===== config.mk =====
export PLATFORM = sky130hd
export DESIGN_NAME = audio_dma_register_front_end_core
export DESIGN_NICKNAME = d
export VERILOG_FILES = /design/src/rtl/adrfe_pkg.sv /design/src/rtl/audio_dma_register_front_end_core.sv /design/src/rtl/adrfe_period_calc.sv
export VERILOG_INCLUDE_DIRS = /design/src /design/src/rtl
export SDC_FILE = /design/constraint.sdc
export NUM_CORES = 1
export LEC_CHECK = 0
export ABC_AREA = 1
export ABC_CLOCK_PERIOD_IN_PS = 12800
export BUFFER_PORTS_ARGS = -buffer_cell sky130_fd_sc_hd__buf_2
export CORE_MARGIN = 4
export CORE_UTILIZATION = 60
export CTS_CLUSTER_DIAMETER = 150
export CTS_CLUSTER_SIZE = 12
export DETAILED_ROUTE_END_ITERATION = 10
export GPL_ROUTABILITY_DRIVEN = 0
export MAX_ROUTING_LAYER = met4
export PLACE_DENSITY = 0.79
export SYNTH_ARGS = -nofsm -noshare
export SYNTH_HDL_FRONTEND = slang
export SYNTH_SLANG_ARGS = --single-unit

===== constraint.sdc =====
create_clock -name i_clk -period 12.8 [get_ports i_clk]
set_clock_uncertainty 0.2 [all_clocks]
set_input_delay 1.92 -clock i_clk [delete_from_list [all_inputs] [get_ports i_clk]]
set_output_delay 1.92 -clock i_clk [all_outputs]
set_load 0.01 [all_outputs]

===== src/rtl/audio_dma_register_front_end_core_defines.svh =====
// Assertion macros for the audio DMA register front end.
`ifndef AUDIO_DMA_REGISTER_FRONT_END_CORE_DEFINES_SVH
`define AUDIO_DMA_REGISTER_FRONT_END_CORE_DEFINES_SVH

`ifndef SYNTHESIS

// Same-cycle implication, disabled during reset.
`define ADRFE_ASSERT_IMPL(label, clk, rst_n, ante, cons) \
    label: assert property (@(posedge clk) disable iff (!(rst_n)) (ante) |-> (cons)) \
        else $error("adrfe assertion failed: same-cycle check");

// Next-cycle implication, disabled during reset.
`define ADRFE_ASSERT_NEXT(label, clk, rst_n, ante, cons) \
    label: assert property (@(posedge clk) disable iff (!(rst_n)) (ante) |=> (cons)) \
        else $error("adrfe assertion failed: next-cycle check");

`else

`define ADRFE_ASSERT_IMPL(label, clk, rst_n, ante, cons)
`define ADRFE_ASSERT_NEXT(label, clk, rst_n, ante, cons)

`endif

`endif


===== src/rtl/adrfe_pkg.sv =====
// Shared types and constants of the audio DMA register front end.
package adrfe_pkg;

    // Access direction
    localparam logic CMD_READ  = 1'b0;
    localparam logic CMD_WRITE = 1'b1;

    // Register map (word index)
    localparam logic [2:0] REG_ADDR   = 3'd0;
    localparam logic [2:0] REG_LEN    = 3'd1;
    localparam logic [2:0] REG_CTRL   = 3'd2;
    localparam logic [2:0] REG_STATUS = 3'd3;
    localparam logic [2:0] REG_RATE   = 3'd4;

    // Rate register: default divider when written as zero, and divider field width
    localparam logic [31:0] RATE_DEFAULT = 32'd1100;
    localparam int          RATE_W       = 14;
    localparam int          PERIOD_W     = 15;

    // period = floor(d * CPU_CLOCK_HZ / VIDEO_CLOCK_HZ); both clocks share a factor of 48
    localparam logic [63:0] CPU_CLOCK_HZ   = 64'd93750000;
    localparam logic [63:0] VIDEO_CLOCK_HZ = 64'd48726144;
    localparam logic [63:0] CLOCK_GCD      = 64'd48;
    localparam logic [63:0] RATE_NUM       = CPU_CLOCK_HZ / CLOCK_GCD;
    localparam logic [63:0] RATE_DEN       = VIDEO_CLOCK_HZ / CLOCK_GCD;

    // Rounded-up reciprocal: exact floor for every d below 2^34 / RATE_DEN
    localparam int          RECIP_SHIFT = 34;
    localparam logic [63:0] RECIP       =
        ((RATE_NUM << RECIP_SHIFT) + RATE_DEN - 64'd1) / RATE_DEN;
    localparam int          RECIP_LO_W  = 17;
    localparam int          RECIP_HI_W  = 18;
    localparam logic [RECIP_LO_W-1:0] RECIP_LO = RECIP[RECIP_LO_W-1:0];
    localparam logic [RECIP_HI_W-1:0] RECIP_HI =
        RECIP[RECIP_LO_W+RECIP_HI_W-1:RECIP_LO_W];

    // Result of the register decode stage
    typedef struct packed {
        logic [31:0] read_data;
        logic        irq;
        logic        is_rate;
    } t_decode;

endpackage


===== src/rtl/audio_dma_register_front_end_core.sv =====
// Top level of the audio DMA register front end: decode, state and result pipeline.
//
//   channel   direction  handshake            payload
//   access    in         i_valid / o_ready    i_cmd, i_reg_index, i_write_data
//   result    out        o_valid / i_ready    o_read_data, o_irq_pending, o_sample_period
//
// One access enters per cycle while o_ready is high; once taken, each access passes
// the capture register, decode stage and result register in that order.
// The rate conversion multiply is split in two partial products in the decode
// stage and recombined in front of the result register.
// Reset (i_rst_n low, synchronous) empties the pipeline and clears buffer state,
// DMA enable, interrupt and sample period.
// Each stage holds while the stage after it is full and stalled; bubbles fill
// while the result side stalls, so o_ready drops only with all three stages full.

`include "audio_dma_register_front_end_core_defines.svh"

module audio_dma_register_front_end_core
    import adrfe_pkg::*;
(
    input  logic                i_clk,
    input  logic                i_rst_n,
    input  logic                i_valid,
    output logic                o_ready,
    input  logic                i_cmd,
    input  logic [2:0]          i_reg_index,
    input  logic [31:0]         i_write_data,
    output logic                o_valid,
    input  logic                i_ready,
    output logic [31:0]         o_read_data,
    output logic                o_irq_pending,
    output logic [PERIOD_W-1:0] o_sample_period
);

    // ---------------------------------------------------------------
    // Stage handshake: each stage advances when the next one has room
    // ---------------------------------------------------------------
    logic r_cap_valid, r_dec_valid, r_out_valid;
    logic adv_cap, adv_dec, adv_out;
    logic ld_dec, ld_out;

    assign adv_out = !r_out_valid || i_ready;
    assign adv_dec = !r_dec_valid || adv_out;
    assign adv_cap = !r_cap_valid || adv_dec;
    assign ld_dec  = r_cap_valid && adv_dec;
    assign ld_out  = r_dec_valid && adv_out;
    assign o_ready = adv_cap;
    assign o_valid = r_out_valid;

    always_ff @(posedge i_clk) begin
        if (!i_rst_n) begin
            r_cap_valid <= 1'b0;
            r_dec_valid <= 1'b0;
            r_out_valid <= 1'b0;
        end else begin
            if (adv_cap) begin
                r_cap_valid <= i_valid;
            end
            if (adv_dec) begin
                r_dec_valid <= r_cap_valid;
            end
            if (adv_out) begin
                r_out_valid <= r_dec_valid;
            end
        end
    end

    // ---------------------------------------------------------------
    // Capture register: hold the accepted beat
    // ---------------------------------------------------------------
    logic        r_cmd;
    logic [2:0]  r_reg_index;
    logic [31:0] r_write_data;

    always_ff @(posedge i_clk) begin
        if (i_valid && adv_cap) begin
            r_cmd        <= i_cmd;
            r_reg_index  <= i_reg_index;
            r_write_data <= i_write_data;
        end
    end

    // ---------------------------------------------------------------
    // Decode stage: register access against the buffer state.
    // Only what reads can observe is kept: entry 0 length (bits 17:3),
    // both valid bits, DMA enable and the interrupt flag. Buffer
    // addresses and the second entry's length never reach a read.
    // ---------------------------------------------------------------
    logic [14:0] r_len0, n_len0;
    logic        r_valid0, n_valid0;
    logic        r_valid1, n_valid1;
    logic        r_dma_on, n_dma_on;
    logic        r_irq, n_irq;
    t_decode     n_dec, r_dec;
    logic [31:0] status_word;

    assign status_word = {r_valid1, r_valid0, 4'b0, r_dma_on, 1'b1, 3'b0, 1'b1,
                          19'b0, r_valid1};

    always_comb begin
        n_len0          = r_len0;
        n_valid0        = r_valid0;
        n_valid1        = r_valid1;
        n_dma_on        = r_dma_on;
        n_irq           = r_irq;
        n_dec.read_data = '0;
        n_dec.is_rate   = 1'b0;
        if (r_cmd == CMD_WRITE) begin
            unique case (r_reg_index)
                REG_LEN: begin
                    // fill entry 0 while free, else entry 1; only entry 0 interrupts
                    if (!r_valid0) begin
                        n_len0   = r_write_data[17:3];
                        n_valid0 = 1'b1;
                        n_irq    = 1'b1;
                    end else begin
                        n_valid1 = 1'b1;
                    end
                end
                REG_CTRL: begin
                    n_dma_on = r_write_data[0];
                end
                REG_STATUS: begin
                    n_irq = 1'b0;
                end
                REG_RATE: begin
                    n_dec.is_rate = 1'b1;
                end
                default: begin
                    // address and unused registers: nothing visible changes
                end
            endcase
        end else if (r_reg_index == REG_STATUS) begin
            n_dec.read_data = status_word;
        end else begin
            n_dec.read_data = {14'b0, r_len0, 3'b0};
        end
        n_dec.irq = n_irq;
    end

    always_ff @(posedge i_clk) begin
        if (!i_rst_n) begin
            r_len0   <= '0;
            r_valid0 <= 1'b0;
            r_valid1 <= 1'b0;
            r_dma_on <= 1'b0;
            r_irq    <= 1'b0;
        end else if (ld_dec) begin
            r_len0   <= n_len0;
            r_valid0 <= n_valid0;
            r_valid1 <= n_valid1;
            r_dma_on <= n_dma_on;
            r_irq    <= n_irq;
        end
    end

    always_ff @(posedge i_clk) begin
        if (ld_dec) begin
            r_dec <= n_dec;
        end
    end

    // Rate conversion runs alongside; its partial products load with the decode stage
    logic [PERIOD_W-1:0] calc_period;

    adrfe_period_calc u_period_calc (
        .i_clk        (i_clk),
        .i_load       (ld_dec),
        .i_write_data (r_write_data),
        .o_period     (calc_period)
    );

    // ---------------------------------------------------------------
    // Result register: the sample period commits here, in access order
    // ---------------------------------------------------------------
    logic [PERIOD_W-1:0] r_period, n_period;

    assign n_period = r_dec.is_rate ? calc_period : r_period;

    always_ff @(posedge i_clk) begin
        if (!i_rst_n) begin
            r_period <= '0;
        end else if (ld_out) begin
            r_period <= n_period;
        end
    end

    always_ff @(posedge i_clk) begin
        if (ld_out) begin
            o_read_data     <= r_dec.read_data;
            o_irq_pending   <= r_dec.irq;
            o_sample_period <= n_period;
        end
    end

    // ---------------------------------------------------------------
    // Checks
    // ---------------------------------------------------------------
    `ADRFE_ASSERT_IMPL(a_fill_order, i_clk, i_rst_n, r_valid1, r_valid0)
    `ADRFE_ASSERT_IMPL(a_stall_full, i_clk, i_rst_n, !o_ready,
        r_cap_valid && r_dec_valid && r_out_valid)
    `ADRFE_ASSERT_IMPL(a_period_shown, i_clk, i_rst_n, o_valid, o_sample_period == r_period)
    `ADRFE_ASSERT_NEXT(a_len_irq, i_clk, i_rst_n,
        ld_dec && r_cmd == CMD_WRITE && r_reg_index == REG_LEN && !r_valid0,
        r_irq && r_valid0)

endmodule


===== src/rtl/adrfe_period_calc.sv =====
// Rate-to-sample-period conversion: split reciprocal multiply, then sum and shift.
module adrfe_period_calc
    import adrfe_pkg::*;
(
    input  logic                i_clk,
    input  logic                i_load,
    input  logic [31:0]         i_write_data,
    output logic [PERIOD_W-1:0] o_period
);

    localparam int HI_PROD_W = RATE_W + RECIP_HI_W;
    localparam int LO_PROD_W = RATE_W + RECIP_LO_W;
    localparam int SUM_W     = HI_PROD_W + RECIP_LO_W;

    logic [31:0]         rate_src;
    logic [RATE_W-1:0]   divider;
    logic [HI_PROD_W-1:0] n_prod_hi, r_prod_hi;
    logic [LO_PROD_W-1:0] n_prod_lo, r_prod_lo;
    logic [SUM_W-1:0]     prod_sum;

    assign rate_src  = (i_write_data == '0) ? RATE_DEFAULT : i_write_data;
    assign divider   = rate_src[RATE_W-1:0];
    assign n_prod_hi = {{RECIP_HI_W{1'b0}}, divider} * {{RATE_W{1'b0}}, RECIP_HI};
    assign n_prod_lo = {{RECIP_LO_W{1'b0}}, divider} * {{RATE_W{1'b0}}, RECIP_LO};

    always_ff @(posedge i_clk) begin
        if (i_load) begin
            r_prod_hi <= n_prod_hi;
            r_prod_lo <= n_prod_lo;
        end
    end

    // recombine partial products and drop the fraction
    assign prod_sum = {r_prod_hi, {RECIP_LO_W{1'b0}}}
                    + {{(SUM_W-LO_PROD_W){1'b0}}, r_prod_lo};
    assign o_period = prod_sum[RECIP_SHIFT+PERIOD_W-1:RECIP_SHIFT];

endmodule

Word level (Yosys, flattened, before mapping)
Cells that the tools add are included.
{"block": "op_classes", "n_reduce_logical": 16, "n_bitwise": 2, "eq_ne": 4, "mul": 2, "addsub": 1, "n_mux": 7}
{"operator": "$mul 14x15->29 const B", "count": 2}
{"operator": "$add 49x31->49", "count": 1}
{"operator": "$logic_not 32->1", "count": 1}
{"operator": "$mux 25", "count": 1}
{"operator": "$mux 15", "count": 1}
{"operator": "$mux 14", "count": 1}
{"operator": "$reduce_and 4->1", "count": 2}
{"operator": "$eq 3x2->1 const B", "count": 2}
{"operator": "$reduce_and 3->1", "count": 2}
{"operator": "$reduce_or 2->1", "count": 2}
{"operator": "$eq 3x1->1 const B", "count": 1}
{"operator": "$eq 3x3->1 const B", "count": 1}
{"operator": "$logic_and 1x1->1", "count": 3}
{"operator": "$logic_not 1->1", "count": 3}
{"operator": "$logic_or 1x1->1", "count": 3}
{"operator": "$mux 1", "count": 3}
{"operator": "$not 1->1", "count": 2}
{"operator": "$pmux 1 s2", "count": 1}
{"block": "word_totals", "out_inout_bits": 50, "wordCells": 54, "reg_bits": 213, "in_bits": 40}

Depth between registers and ports, before layout
Gate-level depths: netlist of run 1.
{"block": "logic_depth", "ltp_word": 5, "depth_mapped": 30, "ltp_nobuf": 29}

Hierarchy
Synthesis of run 1 repeated with hierarchy kept, for this count alone.
{"block": "hier_totals", "cells_unflattened": 1875, "hier_area_um2": 15660.0}
{"mod": "adrfe_period_calc", "area_per_inst_um2": 11013.1, "n_inst": 1, "seq_area_each_um2": 1201.2, "cells_per_inst": 1485}
{"mod": "audio_dma_register_front_end_core", "area_per_inst_um2": 4647.0, "n_inst": 1, "seq_area_each_um2": 3503.4, "cells_per_inst": 390}

Worst setup path after synthesis of run 1
OpenSTA, ideal clock, no wires.
{"block": "synth_timing", "path_kind": "register to register", "from": "reg r_write_data[9]", "to": "reg u_period_calc.r_prod_hi[31] (data pin)", "path_stages_with_launch": 29, "setup_time_ps": 258, "period_less_slack_ps": 5570, "t_arrival_ps": 5112, "required_time_ps": 12342, "path_buffers": 1, "slack_ps": 7230, "cell_sequence": "edfxtp_1 -> buf_6 -> nor4_1 -> nand4_1 -> nor2_2 -> nor2_1 -> inv_1 -> ha_1 -> inv_1 -> fa_1 -> inv_1 -> ha_1 -> fa_1 -> fa_1 -> inv_1 -> fa_1 -> inv_1 -> ha_1 -> nand2_1 -> nor2_1 -> inv_1 -> nor3_2 -> nand3_1 -> nand3_2 -> nand2_1 -> clkinv_1 -> nor2_1 -> nand2_1 -> nand2_1"}
{"block": "synth_via", "elab_chain_cells": 3}
{"element": "start: declaration", "line_no": "audio_dma_register_front_end_core.sv:73", "source": "logic [31:0] r_write_data;"}
{"element": "start signal: assignment", "line_no": "audio_dma_register_front_end_core.sv:79", "source": "r_write_data <= i_write_data;"}
{"element": "$logic_not 32->1", "line_no": "adrfe_period_calc.sv:21", "source": "assign rate_src = (i_write_data == '0) ? RATE_DEFAULT : i_write_data;"}
{"element": "$mux 14 *", "line_no": "adrfe_period_calc.sv:21"}
{"element": "$mul 14x15->29 *", "line_no": "adrfe_period_calc.sv:23", "source": "assign n_prod_hi = {{RECIP_HI_W{1'b0}}, divider} * {{RATE_W{1'b0}}, RECIP_HI};"}
{"element": "net u_period_calc.n_prod_hi[31]", "line_no": "adrfe_period_calc.sv:17", "source": "logic [HI_PROD_W-1:0] n_prod_hi, r_prod_hi;"}
{"element": "end signal: assignment", "line_no": "adrfe_period_calc.sv:28", "source": "r_prod_hi <= n_prod_hi;"}
{"element": "end: declaration", "line_no": "adrfe_period_calc.sv:17"}
The timed path passes the listed nets; every way through them passes the cells marked *.
A chain may end at the register's enable or synchronous reset.

Final worst setup path of run 1
{"block": "layout_timing", "from": "reg r_write_data[0]", "to": "reg u_period_calc.r_prod_hi[31] (data pin)"}
The elaborated chain is that of the path after synthesis.

==> impl_results.md, run 1 <==
* Dpl cells at roughly 2000
* Worst setup EP type: flop
* Total overflow reported by the global router at 0
* Antenna viol nets, final at 0
* Worst Path Max Fanout at 10
* Area delta synth->final at 8.26%
* Headroom to the max-slew limit at between 20% and 30%
* Fin util at 66.2%
* Crit Path Category: reg2reg
* Insertion delay of the later-clocked pin in the worst-skew pair at between 0.4 and 0.5 ns
* Final cycle utilization of the critical path at 51.2%
* Post-synthesis instance total at 1674
* Reg-to-reg setup timing slack at 6.24 ns
* Post-DP Area at approximately 0.015 mm2
* CP peak stage delay at between 0.7 and 0.8 ns
* Die Wd at ~170 um
* Drt initial violations at approximately 1000
* Switching part of the total power at approximately half
* Worst path slowest cell: edfxtp_1
* Total power at between 0.003 and 0.004 W
* I/O Buffers at between 70 and 80
* Post-synth top area share at between 20% and 30%
* Largest net degree at the start of global routing at 65
* TritonCTS clock tree: done
* Cell Count, Final, Fillers Out at roughly 2100
* Post-CTS sizing at 0
* Core area at around 0.024 mm2
* Max_cap viols at 0
* Post-synth top flop: edfxtp_1
* Die area at between 0.02 and 0.03 mm2
* Cell mode on critical path: inv_1
* Final setup viols at 0
* Clk root buf: clkbuf_16
* Clock power share at 13.6%
* Critical R2R Launch: r_write_data[0]
* Synth top area cells: edfxtp_1 (27%), ha_1 (17%), fa_1 (15%), inv_1 (9.0%), nand2_1 (7.3%)
* Clock buffer depth at 2
* Most common cell in the netlist: inv_1
* Worst EP arrival at around 6.5 ns
* Fin crit period at ~6.6 ns
* HPWL Detailed at 28200 um
* Fmax at approximately 150 MHz
* Worst Setup Start Kind: flop
* Comb pwr share at about two thirds
* RSZ-0062 raised after global routing: false
* H-tree depth at 4
* Worst vdd ir at approximately 0.19 mV
* Hold path depth at 0
* 1st-pass router iterations at 6
* WL final at roughly 35000 um
* Syn. warnings at 0
* Vias in the first global route at approximately 11000
* EDFF count, synth at ~130
* Clock transition at path regs at ~0.08 ns
* Net switching power at 0.00198 W
* Hold Crit Start: r_dec[10]
* Ports at 90
* DR WL/cell at around 17 um
* GRT Util Overall at 27.6%
* Proportion of synthesized chip area in sequential cells at roughly a third
* Die height at 165 um
* Status: finished, final reports clean
* Ratio of cells with drive above 1 in the final layout at a little under 9%
* Layout Nets at about 2100
* P per Cell Area at approximately 250 mW/mm2
* Reg2Reg Depth at 26
* DRC Markers at 0
* CTS Sinks at between 150 and 200
* Synth top cells by count: inv_1 (355), nand2_1 (291), ha_1 (203), edfxtp_1 (132), nor2_1 (128)
* Vias/cell at 5.44
* Total CTS buffers at 17
* Seq cells post-synth at ~170
* Initial antenna violation count at 0
* Hold endpoint: o_read_data[8]
* Least-Margin Pin Slew at around 1.2 ns
* Starting density of the core at 61.2%
* HP Class: reg2reg
* Mean Syn Cell Area at 8.88 um2
* Setup TNS at 0 ns
* Yosys cell types at between 40 and 50
* P_leak at between 8 and 9 nW
* First-pass GRT wire length at between 50000 and 60000 um
* Num rows at 57
* Mapped Area at between 0.01 and 0.015 mm2
* P_int at about 0.0020 W
* CP Data Required Time at approximately 13 ns
* Final Hold Fails at 0
* Synth area leader: edfxtp_1
* Cts hold-fix bufs at 0
* Post-route design area at 0.0161 mm2
* RR Endpoint: u_period_calc.r_prod_hi[31]
* Flop pwr share at roughly a fifth
* Setup repair bufs after CTS at 0
* Asr flop ratio synth at 0%
* Slew Viols, Final at 0
* Via Count at between 10000 and 15000
* ANT cells at 0
-- cell families (layout without fill, tap and decap cells) --
family,after synthesis,in the layout,share of synthesized area (%)
other,1,11,0.0252
DFF,169,169,31.6
buffers and inverters,403,475,10.7
xor gates and xnor gates,45,45,2.65
and+or+nand+nor,574,574,16.7
AOI/OAI and AO/OA,168,168,6.28
adders and majority gates,314,314,32.0
-- layout by cell type (no fill, tap or decap), types with 4 or more instances in the layout --
cell type,n
nand2_1,291
nand3b_1,7
nor2_1,128
a31oi_1,4
xor2_1,30
nor2_2,8
nand3_1,70
a21o_1,9
buf_2,78
ha_1,203
a21oi_1,80
o21bai_1,8
edfxtp_1,132
nand4_1,14
nor4_1,8
nor3_1,18
xnor2_1,15
inv_1,353
or2_2,7
inv_8,4
clkbuf_16,17
o21ai_1,12
inv_6,4
o21ai_0,41
inv_2,8
conb_1,11
dfxtp_1,37
clkinv_8,4
nor3_2,4
o21a_1,4
fa_1,111
nand2_2,8
-- per-stage QoR --
step                      hold slack, ns  setup WS [ns]
after floorplan                    0.200           7.23
after global placement             0.202           6.48
after detailed placement           0.205           6.33
after CTS                          0.218           6.30
after global routing               0.231           5.82
final                              0.219           6.24
-- state kept, by name, summed over array words and instances, names as in the netlist, 3 cells and up --
register                 flops
o_read_data                 19
o_sample_period             15
u_period_calc.r_prod_lo     11
r_len0                      15
r_write_data                32
r_period                    15
r_dec                       21
r_reg_index                  3
u_period_calc.r_prod_hi     29
-- worst max-delay path, delay by kind of cell (launching register included) --
family                   cells  cell delay, ns
adder cells (fa/ha/maj)      7            2.95
AND/OR/NAND/NOR             10            1.48
flip-flops                   1            0.72
buffers and inverters        7            0.62
AO/OA/AOI/OAI                2            0.33
-- power by group through the flow --
stage	clock network [W]	registers (W)	logic, W
floorplan	0	0.000807	0.00194
global placement	0	0.000826	0.00249
detailed placement	0	0.000828	0.00257
CTS	0.000545	0.000816	0.00259
global route	0.000570	0.000824	0.00299
finish	0.000539	0.000818	0.00262
-- routing by layer --
metal / up-vias / global-route usage [%] / routed length [um]
li1: 5458 / - / -
met1: 5353 / 34.8 / 14400
met2: 425 / 46.1 / 17500
met3: 75 / 4.74 / 2160
met4: 0 / 8.40 / 911
met5: - / - / 0
-- final cells by class --
type	instances	area (um2)
Fill cell	1857	8220
Sequential cell	169	4700
Clock inverter	15	186
Multi-Input combinational cell	1112	8610
Inverter	363	1360
Clock buffer	17	425
Timing Repair Buffer	80	405
Tap cell	324	405
-- worst max path at each step --
stage	start	depth (start not counted)	endpoint	slack [ns]
CTS	r_write_data[0]	26	u_period_calc.r_prod_hi[31]	6.30
floorplan	r_write_data[9]	28	u_period_calc.r_prod_hi[31]	7.23
global route	r_write_data[0]	27	u_period_calc.r_prod_hi[31]	5.82
finish	r_write_data[0]	26	u_period_calc.r_prod_hi[31]	6.24
detailed placement	r_write_data[0]	26	u_period_calc.r_prod_hi[31]	6.33
global placement	r_write_data[0]	23	u_period_calc.r_prod_hi[30]	6.48
(Power assumes the default switching activity.)
==> inputs of run 2 (changes only) <==
Settings changed: ABC_CLOCK_PERIOD_IN_PS 12800 to 6500.
Clock period 12.8 ns to 6.5 ns, I/O delays scaled along.
==> run 2 against run 1 <==
  * Combinational power up 100%
  * Design area up 0.57%
  * Maximum frequency is 6.5% higher
  * Flip-flop and latch count unchanged
  * Sequential share of layout area fell by 0.16 points
  * Utilization up 0.38 points
  * Routed wire length about the same
  * First-iteration DRC count fell by 8.0%
  * Critical path type unchanged
  * Largest cell class unchanged
  * Highest routed layer unchanged
==> impl_results.md, run 2 (same netlist as run 1, synthesis figures left out) <==
* Status: finished, final reports clean
* Hold Crit Start: r_dec[17]
* Hold path depth at 0 (unchanged)
* Insertion delay of the later-clocked pin in the worst-skew pair at 0.44 ns (about the same)
* Headroom to the max-slew limit at 24.0% (+1.1 points)
* Area delta synth->final at 8.88%
* Largest register FFs at 32 (unchanged)
* Ports at 90 (unchanged)
* Reg-to-reg setup timing slack at 0.34 ns (-5.90 ns)
* Least-Margin Pin Slew at 1.14 ns (-0.0171 ns)
* Critical R2R Launch: r_write_data[9]
* Cts hold-fix bufs at 0 (unchanged)
* Top reg by flops: r_write_data
* GRT Util Overall at 27.2% (-0.43 points)
* Num rows at 57 (unchanged)
* Die Wd at 165 um (unchanged)
* RSZ-0062 raised after global routing: false
* Ratio of cells with drive above 1 in the final layout at 9.58% (+0.70 points)
* Vias in the first global route at 11400 (+2.1%)
* H-tree depth at 4 (unchanged)
* Most common cell after layout, fill and taps aside: inv_1
* Clock buffer depth at 2 (unchanged)
* Post-route design area at 0.0162 mm2 (+0.57%)
* Fin crit period at 6.16 ns (-0.401 ns)
* Clock transition at path regs at 0.07 ns (about the same)
* Starting density of the core at 61.2% (unchanged)
* TritonCTS clock tree: done
* Worst Setup Start Kind: flop
* Clk root buf: clkbuf_16
* RR Endpoint: u_period_calc.r_prod_hi[29]
* Setup TNS at 0 ns (unchanged)
* Initial antenna violation count at 0 (unchanged)
* Die height at 165 um (unchanged)
* Fmax at 162 MHz (+6.5%)
* Crit Path Category: reg2reg
* Hold endpoint: o_read_data[15]
* P_leak at 8.24 nW (+0.43%)
* ANT cells at 0 (unchanged)
* Antenna viol nets, final at 0 (unchanged)
* Slew Viols, Final at 0 (unchanged)
* Final cycle utilization of the critical path at 94.7% (+44 points)
* Total overflow reported by the global router at 0 (unchanged)
* HPWL Detailed at 28100 um (-0.26%)
* DRC Markers at 0 (unchanged)
* Worst vdd ir at 0.413 mV (+120%)
* Pre-CTS setup slack at 0.219 ns (-6.11 ns)
* Worst Path Max Fanout at 7 (-3)
* Biggest regs: r_write_data: 32 flops, u_period_calc.r_prod_hi: 29 flops, r_dec: 21 flops
* Largest net degree at the start of global routing at 65 (unchanged)
* Core area at 0.0243 mm2 (unchanged)
* Reg2Reg Depth at 26 (unchanged)
* Drt initial violations at 960 (-8.0%)
* P per Cell Area at 487 mW/mm2 (+97%)
* Max_cap viols at 0 (unchanged)
* CP Data Required Time at 6.47 ns (-6.31 ns)
* Worst setup EP type: flop
* WL final at 35000 um (about the same)
* Final Hold Fails at 0 (unchanged)
* Post-DP Area at 0.0155 mm2 (+0.29%)
* Die area at 0.0274 mm2 (unchanged)
* Final setup viols at 0 (unchanged)
* CTS Sinks at 169 (unchanged)
* I/O Buffers at 78 (unchanged)
* Worst path slowest cell: fa_1
* Worst EP arrival at 6.13 ns (-0.41 ns)
* HP Class: reg2reg
* Commonest non-fill, non-tap cells in the layout: inv_1 (351), nand2_1 (291), ha_1 (203), edfxtp_1 (132), nor2_1 (127)
* First-pass GRT wire length at 55900 um (-1.3%)
* # fillers at 1847 (-0.54%)
* 1st-pass router iterations at 5 (-1)
* Vias/cell at 5.47 (+0.56%)
* Total power at 0.00788 W (+98%)
* Total CTS buffers at 17 (unchanged)
* Min Hold Slack at 0.219 ns (+0.000469 ns)
* DR WL/cell at 16.8 um (-0.36%)
* Layout Nets at 2105 (+0.38%)
* Final worst slack at 0.342 ns (-5.90 ns)
* CP peak stage delay at 0.56 ns (-0.16 ns)
* Via Count at 11400 (+0.95%)
-- run 2: repair_timing --
| action | 4_1_cts | 5_1_grt |
|---|---|---|
| gates resized for setup | 0 | 6 |
| buffers inserted | 0 | 2 |
| endpoints found under the setup margin | 0 | 16 |
-- run 2: where the power goes --
| part | internal (W) | switching, W |
|---|---|---|
| Combinational | 0.00193 | 0.00333 |
| Clock | 0.000526 | 0.000504 |
| Sequential | 0.00150 | 0.0000924 |
-- run 2: worst max path at each step --
stage | start | end | cells past startpoint
after global placement | r_write_data[1] | u_period_calc.r_prod_lo[26] | 26
after CTS | r_write_data[1] | u_period_calc.r_prod_lo[26] | 26
after global routing | r_write_data[9] | u_period_calc.r_prod_hi[29] | 26
after detailed placement | r_write_data[1] | u_period_calc.r_prod_lo[26] | 26
after floorplan | r_write_data[9] | u_period_calc.r_prod_hi[31] | 28
final | r_write_data[9] | u_period_calc.r_prod_hi[29] | 26
-- run 2: critical path: cells and delay by family, from the launching register on --
family                   cells  cell delay [ns]
flip-flops                   1             0.51
XOR/XNOR                     1             0.07
AND/OR/NAND/NOR             13             1.90
buffers and inverters        5             0.49
adder cells (fa/ha/maj)      7             2.73
-- run 2: per-layer routing --
metal	up-vias	track usage (%)	wire length (um)
met5	-	-	0
met4	0	11.5	1440
met3	97	4.54	2190
met2	468	44.2	17000
met1	5380	34.0	14400
li1	5473	-	-
-- run 2: metrics by stage --
stage | util, % | instances
final | 66.6 | 2088
after global routing | 66.6 | 2088
after CTS | 66.4 | 2086
after detailed placement | 63.9 | 2054
after global placement | 63.9 | 2054
after floorplan | - | 1684
-- run 2: area by class of cell --
class / count / area (um2) / area share (%)
clock buffers: 17 / 425 / 2.63
repair buffers: 88 / 465 / 2.87
multi-input cells: 1112 / 8630 / 53.3
inverters: 363 / 1360 / 8.42
clock inverters: 15 / 198 / 1.22
well taps: 324 / 405 / 2.50
flip-flops and latches: 169 / 4700 / 29.1
==> inputs of run 3 (changes only) <==
Settings changed: CTS_BUF_LIST from default to sky130_fd_sc_hd__clkbuf_8.
==> run 3 against run 2 <==
  * Power decreased by 3.7%
  * Register-to-register slack got worse by 0.06 ns
  * Maximum frequency decreased by 0.96%
  * Routed wire length decreased by 1.1%
  * Clock-buffer cell count unchanged
  * Via count decreased by 0.51%
  * Final cell count increased by 0.14%
  * Highest routed layer unchanged
  * Non-clock buffer count increased by 3
  * Utilization decreased by 0.70 points
  * Sequential power about the same
  * Critical endpoint is now u_period_calc.r_prod_lo[26]
  * Flip-flop and latch count unchanged
==> impl_results.md, run 3 (same netlist as run 1, synthesis figures left out) <==
* Core area at 0.0243 mm2 (unchanged)
* Worst EP arrival at 6.24 ns (+0.11 ns)
* Initial antenna violation count at 0 (unchanged)
* First-pass GRT wire length at 55200 um (-1.3%)
* DR WL/cell at 16.6 um (-1.2%)
* Most common cell after layout, fill and taps aside: inv_1
* Ports at 90 (unchanged)
* Num rows at 57 (unchanged)
* Clock power share at 10.2% (-2.9 points)
* Vias/cell at 5.43 (-0.65%)
* Drt initial violations at 947 (-1.4%)
* Biggest regs: r_write_data: 32 flops, u_period_calc.r_prod_hi: 29 flops, r_dec: 21 flops
* Total CTS buffers at 17 (unchanged)
* # fillers at 1875 (+1.5%)
* Status: finished, final reports clean
* Starting density of the core at 61.2% (unchanged)
* Crit Path Category: reg2reg
* Fmax at 161 MHz (-0.96%)
* Worst vdd ir at 0.412 mV (-0.32%)
* H-tree depth at 4 (unchanged)
* GRT Util Overall at 26.8% (-0.38 points)
* Least-Margin Pin Slew at 1.19 ns (+0.0503 ns)
* CP Data Required Time at 6.52 ns (+0.05 ns)
* Fin util at 65.9% (-0.70 points)
* Commonest non-fill, non-tap cells in the layout: inv_1 (351), nand2_1 (291), ha_1 (203), edfxtp_1 (132), nor2_1 (128)
* 1st-pass router iterations at 6 (+1)
* Total overflow reported by the global router at 0 (unchanged)
* Final setup viols at 0 (unchanged)
* Cts hold-fix bufs at 0 (unchanged)
* Insertion delay of the later-clocked pin in the worst-skew pair at 0.47 ns (+0.03 ns)
* WL final at 34600 um (-1.1%)
* Ratio of cells with drive above 1 in the final layout at 9.68% (+0.097 points)
* P per Cell Area at 474 mW/mm2 (-2.7%)
* Top reg by flops: r_write_data
* CTS Sinks at 169 (unchanged)
* Largest net degree at the start of global routing at 65 (unchanged)
* TritonCTS clock tree: done
* Slew Viols, Final at 0 (unchanged)
* ANT cells at 0 (unchanged)
* HP Class: reg2reg
* Area delta synth->final at 7.72%
* Switching part of the total power at 50.9% (+1.1 points)
* Final cycle utilization of the critical path at 95.7% (+0.91 points)
* Max_cap viols at 0 (unchanged)
* DRC Markers at 0 (unchanged)
* Clock buffer depth at 2 (unchanged)
* Worst Path Max Fanout at 5 (-2)
* I/O Buffers at 78 (unchanged)
* Die area at 0.0274 mm2 (unchanged)
* Flop pwr share at 21.0% (+0.7 points)
* P_leak at 8.17 nW (-0.89%)
* Final Hold Fails at 0 (unchanged)
* Headroom to the max-slew limit at 20.7% (-3.4 points)
* Net switching power at 0.00386 W (-1.5%)
* Setup TNS at 0 ns (unchanged)
* Worst setup EP type: flop
* Clk root buf: clkbuf_8
* Layout Nets at 2108 (+0.14%)
* Die height at 165 um (unchanged)
* Clock transition at path regs at 0.12 ns (+0.05 ns)
* RSZ-0062 raised after global routing: false
* P_int at 0.00373 W (-5.8%)
* Reg-to-reg setup timing slack at 0.28 ns (-0.06 ns)
* Die Wd at 165 um (unchanged)
* Largest register FFs at 32 (unchanged)
* Via Count at 11400 (-0.51%)
* Worst Setup Start Kind: flop
* HPWL Detailed at 28100 um (unchanged)
* Vias in the first global route at 11200 (-1.4%)
* Fin crit period at 6.22 ns (+0.0595 ns)
* Comb pwr share at 68.7% (+2.0 points)
* Antenna viol nets, final at 0 (unchanged)
run 3: cell types whose count changed in the layout (fill, tap and decap cells not counted):
cell,change
nor2_1,+1
clkbuf_8,+17
buf_4,+3
nor2_2,-1
clkbuf_16,-17
run 3: stage by stage:
| stage | hold WS [ns] | cell area, um2 | setup WS [ns] | power (W) | std cells |
|---|---|---|---|---|---|
| after floorplan | 0.200 | 14900 | 0.930 | 0.00541 | 1684 |
| after global placement | 0.201 | 15500 | 0.357 | 0.00655 | 2054 |
| after detailed placement | 0.205 | 15500 | 0.219 | 0.00670 | 2054 |
| after CTS | 0.218 | 16000 | 0.198 | 0.00753 | 2086 |
| after global routing | 0.219 | 16000 | 0.000481 | 0.00833 | 2091 |
| final | 0.211 | 16000 | 0.282 | 0.00759 | 2091 |
run 3: critical path, stage by stage, from the launching register on:
cell and delay [ns]:
edfxtp_1 0.50, nor4_2 0.37, nand4_1 0.19, nor2_4 0.18, nor2_1 0.14, inv_1 0.18, ha_1 0.31, ha_1 0.30
inv_1 0.05, fa_1 0.50, inv_1 0.06, fa_1 0.51, fa_1 0.53, inv_1 0.06, fa_1 0.49, inv_1 0.05
ha_1 0.32, nand2_1 0.11, inv_1 0.06, nand2_1 0.06, nand2_1 0.05, a21oi_1 0.23, nand3_1 0.17, nand2_1 0.09
inv_1 0.05, o21bai_1 0.12, nand2_1 0.09
run 3: power groups by stage:
stage / Sequential, W / Clock, W / Combinational [W]
after CTS: 0.00159 / 0.000784 / 0.00515
after floorplan: 0.00159 / 0 / 0.00382
after global routing: 0.00161 / 0.000830 / 0.00589
after global placement: 0.00161 / 0 / 0.00493
after detailed placement: 0.00162 / 0 / 0.00509
final: 0.00160 / 0.000775 / 0.00522
run 3: final timing paths:
kind                            cells after the start                          end             start
worst min-delay path                                0              o_read_data[30]         r_dec[32]
worst max register to register                     26  u_period_calc.r_prod_lo[26]  r_write_data[13]
worst min register to register                      0              o_read_data[30]         r_dec[32]
worst max-delay path                               26  u_period_calc.r_prod_lo[26]  r_write_data[13]
run 3: final cells by class:
| cell class | count | area, um2 | share of cell area, % |
|---|---|---|---|
| multi-input cells | 1112 | 8630 | 53.9 |
| flip-flops and latches | 169 | 4700 | 29.4 |
| inverters | 363 | 1360 | 8.51 |
| repair buffers | 91 | 488 | 3.05 |
| well taps | 324 | 405 | 2.53 |
| clock buffers | 17 | 234 | 1.46 |
| clock inverters | 15 | 198 | 1.23 |
run 3: what timing repair did:
action	4_1_cts	5_1_grt
buffers inserted	0	5
gates resized for setup	0	5
setup endpoints to repair	0	20
run 3: routing by layer:
layer / up-vias / part of all wire (%) / GRT usage (%)
met5: - / 0 / -
met4: 0 / 4.3 / 11.1
met3: 104 / 6.5 / 4.14
met2: 460 / 48 / 43.7
met1: 5316 / 41 / 33.7
li1: 5480 / - / -
